==> src/pse_pkg.sv <==
// shared types and constants for the postfix stack evaluator
// token and result words, command and status codes, controller interface
// no dependencies
package pse_pkg;

    localparam int STACK_DEPTH = 32;
    localparam int DATA_W      = 64;
    localparam int ITER_W      = 7;
    localparam int MUL_LAST    = 4;
    localparam int DIV_LAST    = 95;

    typedef enum logic [2:0] {
        CMD_PUSH = 3'd0,
        CMD_ADD  = 3'd1,
        CMD_SUB  = 3'd2,
        CMD_MUL  = 3'd3,
        CMD_DIV  = 3'd4,
        CMD_END  = 3'd5
    } cmd_code_t;

    typedef enum logic [2:0] {
        ST_OK       = 3'd0,
        ST_FEW      = 3'd1,
        ST_DIVZERO  = 3'd2,
        ST_OVERFLOW = 3'd3,
        ST_LEFTOVER = 3'd4
    } status_code_t;

    typedef enum logic [2:0] {
        S_IDLE,
        S_EXEC,
        S_MUL,
        S_DIV,
        S_FIN
    } state_t;

    typedef struct packed {
        logic [2:0]         cmd;
        logic signed [63:0] number;
    } token_t;

    typedef struct packed {
        logic signed [63:0] value;
        logic [2:0]         status;
    } result_t;

    // commands from controller to datapath
    typedef struct packed {
        logic         push;
        logic         rd;
        logic         addsub;
        logic         sub;
        logic         arith_start;
        logic         step;
        logic         div_sel;
        logic         finish;
        logic         emit;
        status_code_t emit_status;
        logic         clear;
    } ctl_t;

    // status from datapath to controller
    typedef struct packed {
        logic full;
        logic lt2;
        logic one;
        logic top_zero;
        logic mul_last;
        logic div_last;
        logic out_busy;
    } sts_t;

endpackage

==> src/pse_ctrl.sv <==
// controller state machine for the postfix stack evaluator
// depends on pse_pkg for codes, states and the command/status structs
module pse_ctrl (
    input  logic          clk,
    input  logic          rst_n,
    input  logic          token_valid,
    output logic          token_stall,
    input  logic [2:0]    cmd,
    input  pse_pkg::sts_t sts,
    output pse_pkg::ctl_t ctl
);

    pse_pkg::state_t       state_reg, state_next;
    pse_pkg::status_code_t err_reg, err_next;
    logic [2:0]            op_reg, op_next;
    logic                  accept;
    logic                  is_op;

    assign token_stall = (state_reg != pse_pkg::S_IDLE)
                       || (cmd == pse_pkg::CMD_END && sts.out_busy);
    assign accept = token_valid && !token_stall;
    assign is_op  = (cmd == pse_pkg::CMD_ADD) || (cmd == pse_pkg::CMD_SUB)
                 || (cmd == pse_pkg::CMD_MUL) || (cmd == pse_pkg::CMD_DIV);

    // state registers
    always_ff @(posedge clk or negedge rst_n)
    begin
        if (!rst_n)
        begin
            state_reg <= pse_pkg::S_IDLE;
            err_reg   <= pse_pkg::ST_OK;
            op_reg    <= pse_pkg::CMD_PUSH;
        end
        else
        begin
            state_reg <= state_next;
            err_reg   <= err_next;
            op_reg    <= op_next;
        end
    end

    // next state
    always_comb
    begin
        state_next = state_reg;
        err_next   = err_reg;
        op_next    = op_reg;
        case (state_reg)
            pse_pkg::S_IDLE:
            begin
                if (accept)
                begin
                    if (cmd == pse_pkg::CMD_END)
                    begin
                        err_next = pse_pkg::ST_OK;
                    end
                    else if (err_reg == pse_pkg::ST_OK)
                    begin
                        if (cmd == pse_pkg::CMD_PUSH)
                        begin
                            if (sts.full)
                            begin
                                err_next = pse_pkg::ST_OVERFLOW;
                            end
                        end
                        else if (is_op)
                        begin
                            if (sts.lt2)
                            begin
                                err_next = pse_pkg::ST_FEW;
                            end
                            else if (cmd == pse_pkg::CMD_DIV && sts.top_zero)
                            begin
                                err_next = pse_pkg::ST_DIVZERO;
                            end
                            else
                            begin
                                op_next    = cmd;
                                state_next = pse_pkg::S_EXEC;
                            end
                        end
                    end
                end
            end
            pse_pkg::S_EXEC:
            begin
                if (op_reg == pse_pkg::CMD_MUL)
                begin
                    state_next = pse_pkg::S_MUL;
                end
                else if (op_reg == pse_pkg::CMD_DIV)
                begin
                    state_next = pse_pkg::S_DIV;
                end
                else
                begin
                    state_next = pse_pkg::S_IDLE;
                end
            end
            pse_pkg::S_MUL:
            begin
                if (sts.mul_last)
                begin
                    state_next = pse_pkg::S_FIN;
                end
            end
            pse_pkg::S_DIV:
            begin
                if (sts.div_last)
                begin
                    state_next = pse_pkg::S_FIN;
                end
            end
            pse_pkg::S_FIN:
            begin
                state_next = pse_pkg::S_IDLE;
            end
            default:
            begin
                state_next = pse_pkg::S_IDLE;
            end
        endcase
    end

    // datapath commands
    always_comb
    begin
        ctl             = '0;
        ctl.emit_status = pse_pkg::ST_OK;
        ctl.div_sel     = (op_reg == pse_pkg::CMD_DIV);
        ctl.sub         = (op_reg == pse_pkg::CMD_SUB);
        case (state_reg)
            pse_pkg::S_IDLE:
            begin
                if (accept)
                begin
                    if (cmd == pse_pkg::CMD_END)
                    begin
                        ctl.emit  = 1'b1;
                        ctl.clear = 1'b1;
                        if (err_reg != pse_pkg::ST_OK)
                        begin
                            ctl.emit_status = err_reg;
                        end
                        else if (!sts.one)
                        begin
                            ctl.emit_status = pse_pkg::ST_LEFTOVER;
                        end
                    end
                    else if (err_reg == pse_pkg::ST_OK)
                    begin
                        if (cmd == pse_pkg::CMD_PUSH)
                        begin
                            ctl.push = !sts.full;
                        end
                        else if (is_op && !sts.lt2
                                 && !(cmd == pse_pkg::CMD_DIV && sts.top_zero))
                        begin
                            ctl.rd = 1'b1;
                        end
                    end
                end
            end
            pse_pkg::S_EXEC:
            begin
                if (op_reg == pse_pkg::CMD_MUL || op_reg == pse_pkg::CMD_DIV)
                begin
                    ctl.arith_start = 1'b1;
                end
                else
                begin
                    ctl.addsub = 1'b1;
                end
            end
            pse_pkg::S_MUL, pse_pkg::S_DIV:
            begin
                ctl.step = 1'b1;
            end
            pse_pkg::S_FIN:
            begin
                ctl.finish = 1'b1;
            end
            default:
            begin
                ctl.emit_status = pse_pkg::ST_OK;
            end
        endcase
    end

endmodule

==> config.mk <==
export PLATFORM = sky130hd
export DESIGN_NAME = pse_ctrl
export DESIGN_NICKNAME = d
export VERILOG_FILES = /design/src/pse_pkg.sv /design/src/pse_ctrl.sv
export SDC_FILE = /design/constraint.sdc
export NUM_CORES = 1
export LEC_CHECK = 0
export BUFFER_PORTS_ARGS = -buffer_cell sky130_fd_sc_hd__buf_2
export CORE_MARGIN = 2
export CORE_UTILIZATION = 40
export DETAILED_ROUTE_END_ITERATION = 6
export GPL_TIMING_DRIVEN = 0
export PLACE_DENSITY = 0.84
export SLEW_MARGIN = 5
export SYNTH_ARGS = -nofsm -noshare
export SYNTH_HDL_FRONTEND = slang
export SYNTH_SLANG_ARGS = --single-unit
==> constraint.sdc <==
create_clock -name clk -period 1.7 [get_ports clk]
set_input_delay 0.17 -clock clk [delete_from_list [all_inputs] [get_ports clk]]
set_output_delay 0.17 -clock clk [all_outputs]
set_load 0.005 [all_outputs]
---- After elaboration in Yosys (flattened, before gate mapping) ----
Cells that the tools add are included.
operators by class
  reduce and logical (&&, ||, !) cells .... 26
  bitwise logic cells ..................... 4
  equal/unequal tests ..................... 22
  muxes and demuxes ....................... 39
operators with widths
  operator                                                                count
  3-bit 2-to-1 mux                                                        19
  3-bit by 2-bit equality test with 1-bit output (second input constant)  6
  2-bit inequality test (second input constant)                           9
  3-bit equality test (second input constant)                             4
  2-bit 2-to-1 mux                                                        6
  3-bit case mux with 4 select lines                                      1
  1-bit 2-to-1 mux                                                        11
  5-bit 2-to-1 mux                                                        2
  3-bit logical NOT                                                       3
  9-bit AND reduction                                                     1
  3-bit nonzero test                                                      3
  8-bit AND reduction                                                     1
  3-bit by 1-bit equality test with 1-bit output (second input constant)  2
  6-bit AND reduction                                                     1
  1-bit logical AND                                                       5
  1-bit logical OR                                                        5
  1-bit logical NOT                                                       4
  1-bit NOT                                                               4
  4-bit nonzero test                                                      1
  3-bit inequality test (second input constant)                           1
  2-bit nonzero test                                                      1
  2-bit OR reduction                                                      1
storage, ports and cells
  output and inout bits ................... 14
  register bits ........................... 9
  logic and storage cells ................. 94
  bits of input ports ..................... 13

---- Logic depth before layout (Yosys ltp) ----
  word-level depth ........................ 12
  depth in mapped cells ................... 6
  depth with buffers taken out ............ 5

---- Least setup slack after synthesis ----
OpenSTA, ideal clock, no wires.
  kind .................................... register to register
  from .................................... register state_reg[2]
  to ...................................... register op_reg[0]
  setup time .............................. 0.125 ns
  path buffers ............................ 0
  required time ........................... 1.575 ns
  period minus slack after synthesis ...... 1.637 ns
  path slack .............................. 0.063 ns
  cell stages (with the launch flop) ...... 6
  arrival time ............................ 1.512 ns
  cell sequence ........................... dfrtp_1 -> nor3_2 -> nand3_1 -> or3_1 -> inv_2 -> mux2_4
between the ends
  word-level cells in the longest chain between the ends .. 5
  elaborated cells on any way between the ends .. 6
  classes of those cells .................. reduce/logical: 6
ends and longest elaborated chain
  element                          line            RTL
  start, declared                  pse_ctrl.sv:13  pse_pkg::state_t state_reg, state_next;
  start signal, assigned           pse_ctrl.sv:30  state_reg <= pse_pkg::S_IDLE;
  start signal, assigned           pse_ctrl.sv:36  state_reg <= state_next;
  3-bit nonzero test               pse_ctrl.sv:19  assign token_stall = (state_reg != pse_pkg::S_IDLE)
  1-bit logical OR                 pse_ctrl.sv:20  || (cmd == pse_pkg::CMD_END && sts.out_busy);
  1-bit logical NOT                pse_ctrl.sv:21  assign accept = token_valid && !token_stall;
  1-bit logical AND                pse_ctrl.sv:21
  8-bit AND reduction (no line) *  -
  end signal, assigned             pse_ctrl.sv:32  op_reg <= pse_pkg::CMD_PUSH;
  end signal, assigned             pse_ctrl.sv:38  op_reg <= op_next;
  end, declared                    pse_ctrl.sv:15  logic [2:0] op_reg, op_next;
Every way passes the cells marked *; elsewhere a longest branch is shown, timed or not.
A chain may end at the register's enable or synchronous reset.

---- Worst setup path in the final report ----
  from .................................... register state_reg[1]
  to ...................................... register op_reg[1]
Same word-level chain as after synthesis.

==> metrics <==
Setup WS pre-CTS -0.0913 ns; required time worst endpoint 1.84 ns; Initial Util 41.3%; gr usage total roughly 17%; fin nets 123; DR vias 654; WL/cell 12.5 um; top post-synthesis cells by area dfrtp_1 33%, mux2_4 7.4%, mux2i_1 4.9%; final global-route overflow total 0; area share of the largest cell type after synthesis between 30% and 40%; vias per inst around 5.3; Synth Cell Area approximately 610 um^2; Cells after DPL 113; max-cap viol count 0; Cells after Synth 72; worst-case clock buffer depth 2; net count after synthesis 85; switching power 0.322 mW; sw frac 36.7%; Tightest Pin Transition 0.387 ns; I/O pins 27; Seq pwr share 37.3%; number of I/O port buffers 25; Slew HR 74.2%; Fin Clk Skew 0.00305 ns; CTS buffer count 3; die width around 43 um; setup ws final -0.0878 ns; final wirelength ~1.6 mm; H-Tree Level Count 1; Detail Placement HPWL 1.10 mm; antenna violations before repair 0; reg2reg start state_reg[1]; arrival time worst endpoint approximately 1.9 ns; number of cell rows 14; gr busiest metal met2; GR Layer Usage met3 3.83%; period utilization 105%; Min-Delay Path Depth 3; Lkg Pwr around 0.46 nW; vias in the first global route around 620; top cell type by total area after synthesis dfrtp_1; ys flop type dfrtp_1; CP endpoint op_reg[1]; Initial DRC Count 5; Pins Over Slew Limit 0; placed instance area 753 um^2; first-pass GRT wire length between 2 and 2.5 mm; Yosys warning count 0; clock root buffer master clkbuf_4; peak supply drop 0.000396 V; multi-input logic area between 400 and 500 um^2; CP max FO 5; CTS tree done; Filler Cell Count 122; internal power roughly 0.56 mW; RSZ-0062 raised after global routing true; RePlAce Congestion 0.830; worst min path class input port to flop; Worst-path clk slew 0.05 ns; synthesized area per cell 8.45 um^2; GR Layer Usage met2 between 30 and 40%; Tmin final about 1.8 ns; largest net degree at the start of global routing 11; status finished, violations left; design area 912 um^2; crit path kind flop to flop; register area share after synthesis 32.9%; crit path capture type flop; Post-synth EDFFs 0; antenna-violating nets left 0; hold slack 0.220 ns; Fin. Hold Viols 0; Fin Setup TNS -0.332 ns; total core area 1470 um^2; number of remaining DRC errors 0; worst flop-to-flop path endpoint op_reg[1]; FF+latch area roughly 200 um^2; Clock Latency Late Sink 0.25 ns; start point of the critical path state_reg[1]; PD cells 962 nW/um^2; clock group share of total power 16.0%; DIE HEIGHT between 40 and 50 um; Worst R2R Setup Slack -0.09 ns; synthesis-stage register bit count 8; first drt pass iteration count 4; combinational power share 46.7%; fraction of registers with async set or reset after synthesis 100%; TritonCTS Sinks 8; Layout area overhead 50.0%; layout cells sized above 1 49.1%; Die Area 1850 um^2; Startpoint Class flop; Yosys cell types 30; fmax 559 MHz; Layout Cells excl Fill 124; failing checks negative setup slack; antenna cells 0; R2R cell count 6; final setup vio count 4; grt met1 use between 10% and 20%
==> stage by stage <==
stage / total power [mW] / utilization [%]
floorplan: 0.532 / -
global placement: 0.627 / 51.2
detailed placement: 0.642 / 51.2
CTS: 0.848 / 58.6
global route: 0.944 / 62.0
finish: 0.877 / 62.0
==> layout by cell type, fill, tap and decap left out, types with 2 or more instances in the layout <==
cell type and instances:
nor3b_1 2, nor2b_1 4, buf_4 9, mux2_4 3
inv_1 4, nand2_1 7, nand2b_1 2, o21ai_0 4
nor3_4 2, dfrtp_1 7, or3b_1 2, mux2i_1 3
a21oi_1 4, buf_6 3, nor2_1 5, buf_2 23
clkbuf_4 3
==> worst min-delay path by stage <==
stage	from	endpoint	slack, ns
2_1_floorplan	rst_n	err_reg[0]	-0.13
4_1_cts	sts[2]	state_reg[2]	0.21
3_3_place_gp	rst_n	state_reg[2]	0.02
6_report	sts[2]	state_reg[2]	0.22
3_5_place_dp	rst_n	state_reg[2]	0.02
5_1_grt	cmd[2]	op_reg[2]	0.23
==> logic make-up (layout without fill, tap and decap cells) <==
logic type | after synthesis | in the layout | share of synthesized area, %
and+or+nand+nor | 36 | 36 | 34.4
AOI/OAI and AO/OA | 12 | 12 | 10.5
buffers and inverters | 9 | 45 | 8.02
DFF | 8 | 8 | 32.9
muxes | 7 | 7 | 14.2
==> cell type report <==
type / instances / area share (%)
plain buffers: 3 / 2.06
clock buffers: 3 / 2.47
inverters: 5 / 2.33
multi-input cells: 55 / 45.7
flip-flops and latches: 8 / 22.1
well taps: 16 / 2.19
repair buffers: 34 / 23.2
==> critical path, stage by stage (launching register included) <==
cell     delay (ns)
dfrtp_2        0.44
nor3_4         0.25
nand3_2        0.12
or3_4          0.40
inv_4          0.07
buf_4          0.11
mux2_4         0.29
==> power by group through the flow <==
stage / sequential [mW] / combinational (mW) / clock [mW]
2_1_floorplan: 0.304 / 0.229 / 0
3_3_place_gp: 0.318 / 0.309 / 0
3_5_place_dp: 0.320 / 0.322 / 0
4_1_cts: 0.320 / 0.378 / 0.151
5_1_grt: 0.338 / 0.447 / 0.159
6_report: 0.327 / 0.410 / 0.141
==> repair_timing <==
action,4_1_cts,5_1_grt
hold endpoints to repair,8,0
resized for setup,7,9
setup endpoints to repair,9,11
hold buffers,1,0
cloned,0,0
setup buffers,5,3
pin swaps,4,4
==> layer usage <==
layer  vias up  share of wire, %
li1        320                 -
met1       312                40
met2        22                53
met3         0               7.3
met4         0                 0
met5         -                 0
==> synth_stat cells (2+ instances only) <==
| master | count |
|---|---|
| or3_1 | 2 |
| mux2i_1 | 3 |
| nor3b_1 | 2 |
| inv_1 | 4 |
| nor3_1 | 3 |
| buf_4 | 2 |
| a21oi_1 | 5 |
| o21ai_0 | 4 |
| or3b_1 | 2 |
| nand2b_1 | 2 |
| dfrtp_1 | 8 |
| nand2_1 | 8 |
| nor2_1 | 5 |
| nor2b_1 | 4 |
| mux2_4 | 3 |
Power figures use the tool's default switching activity.
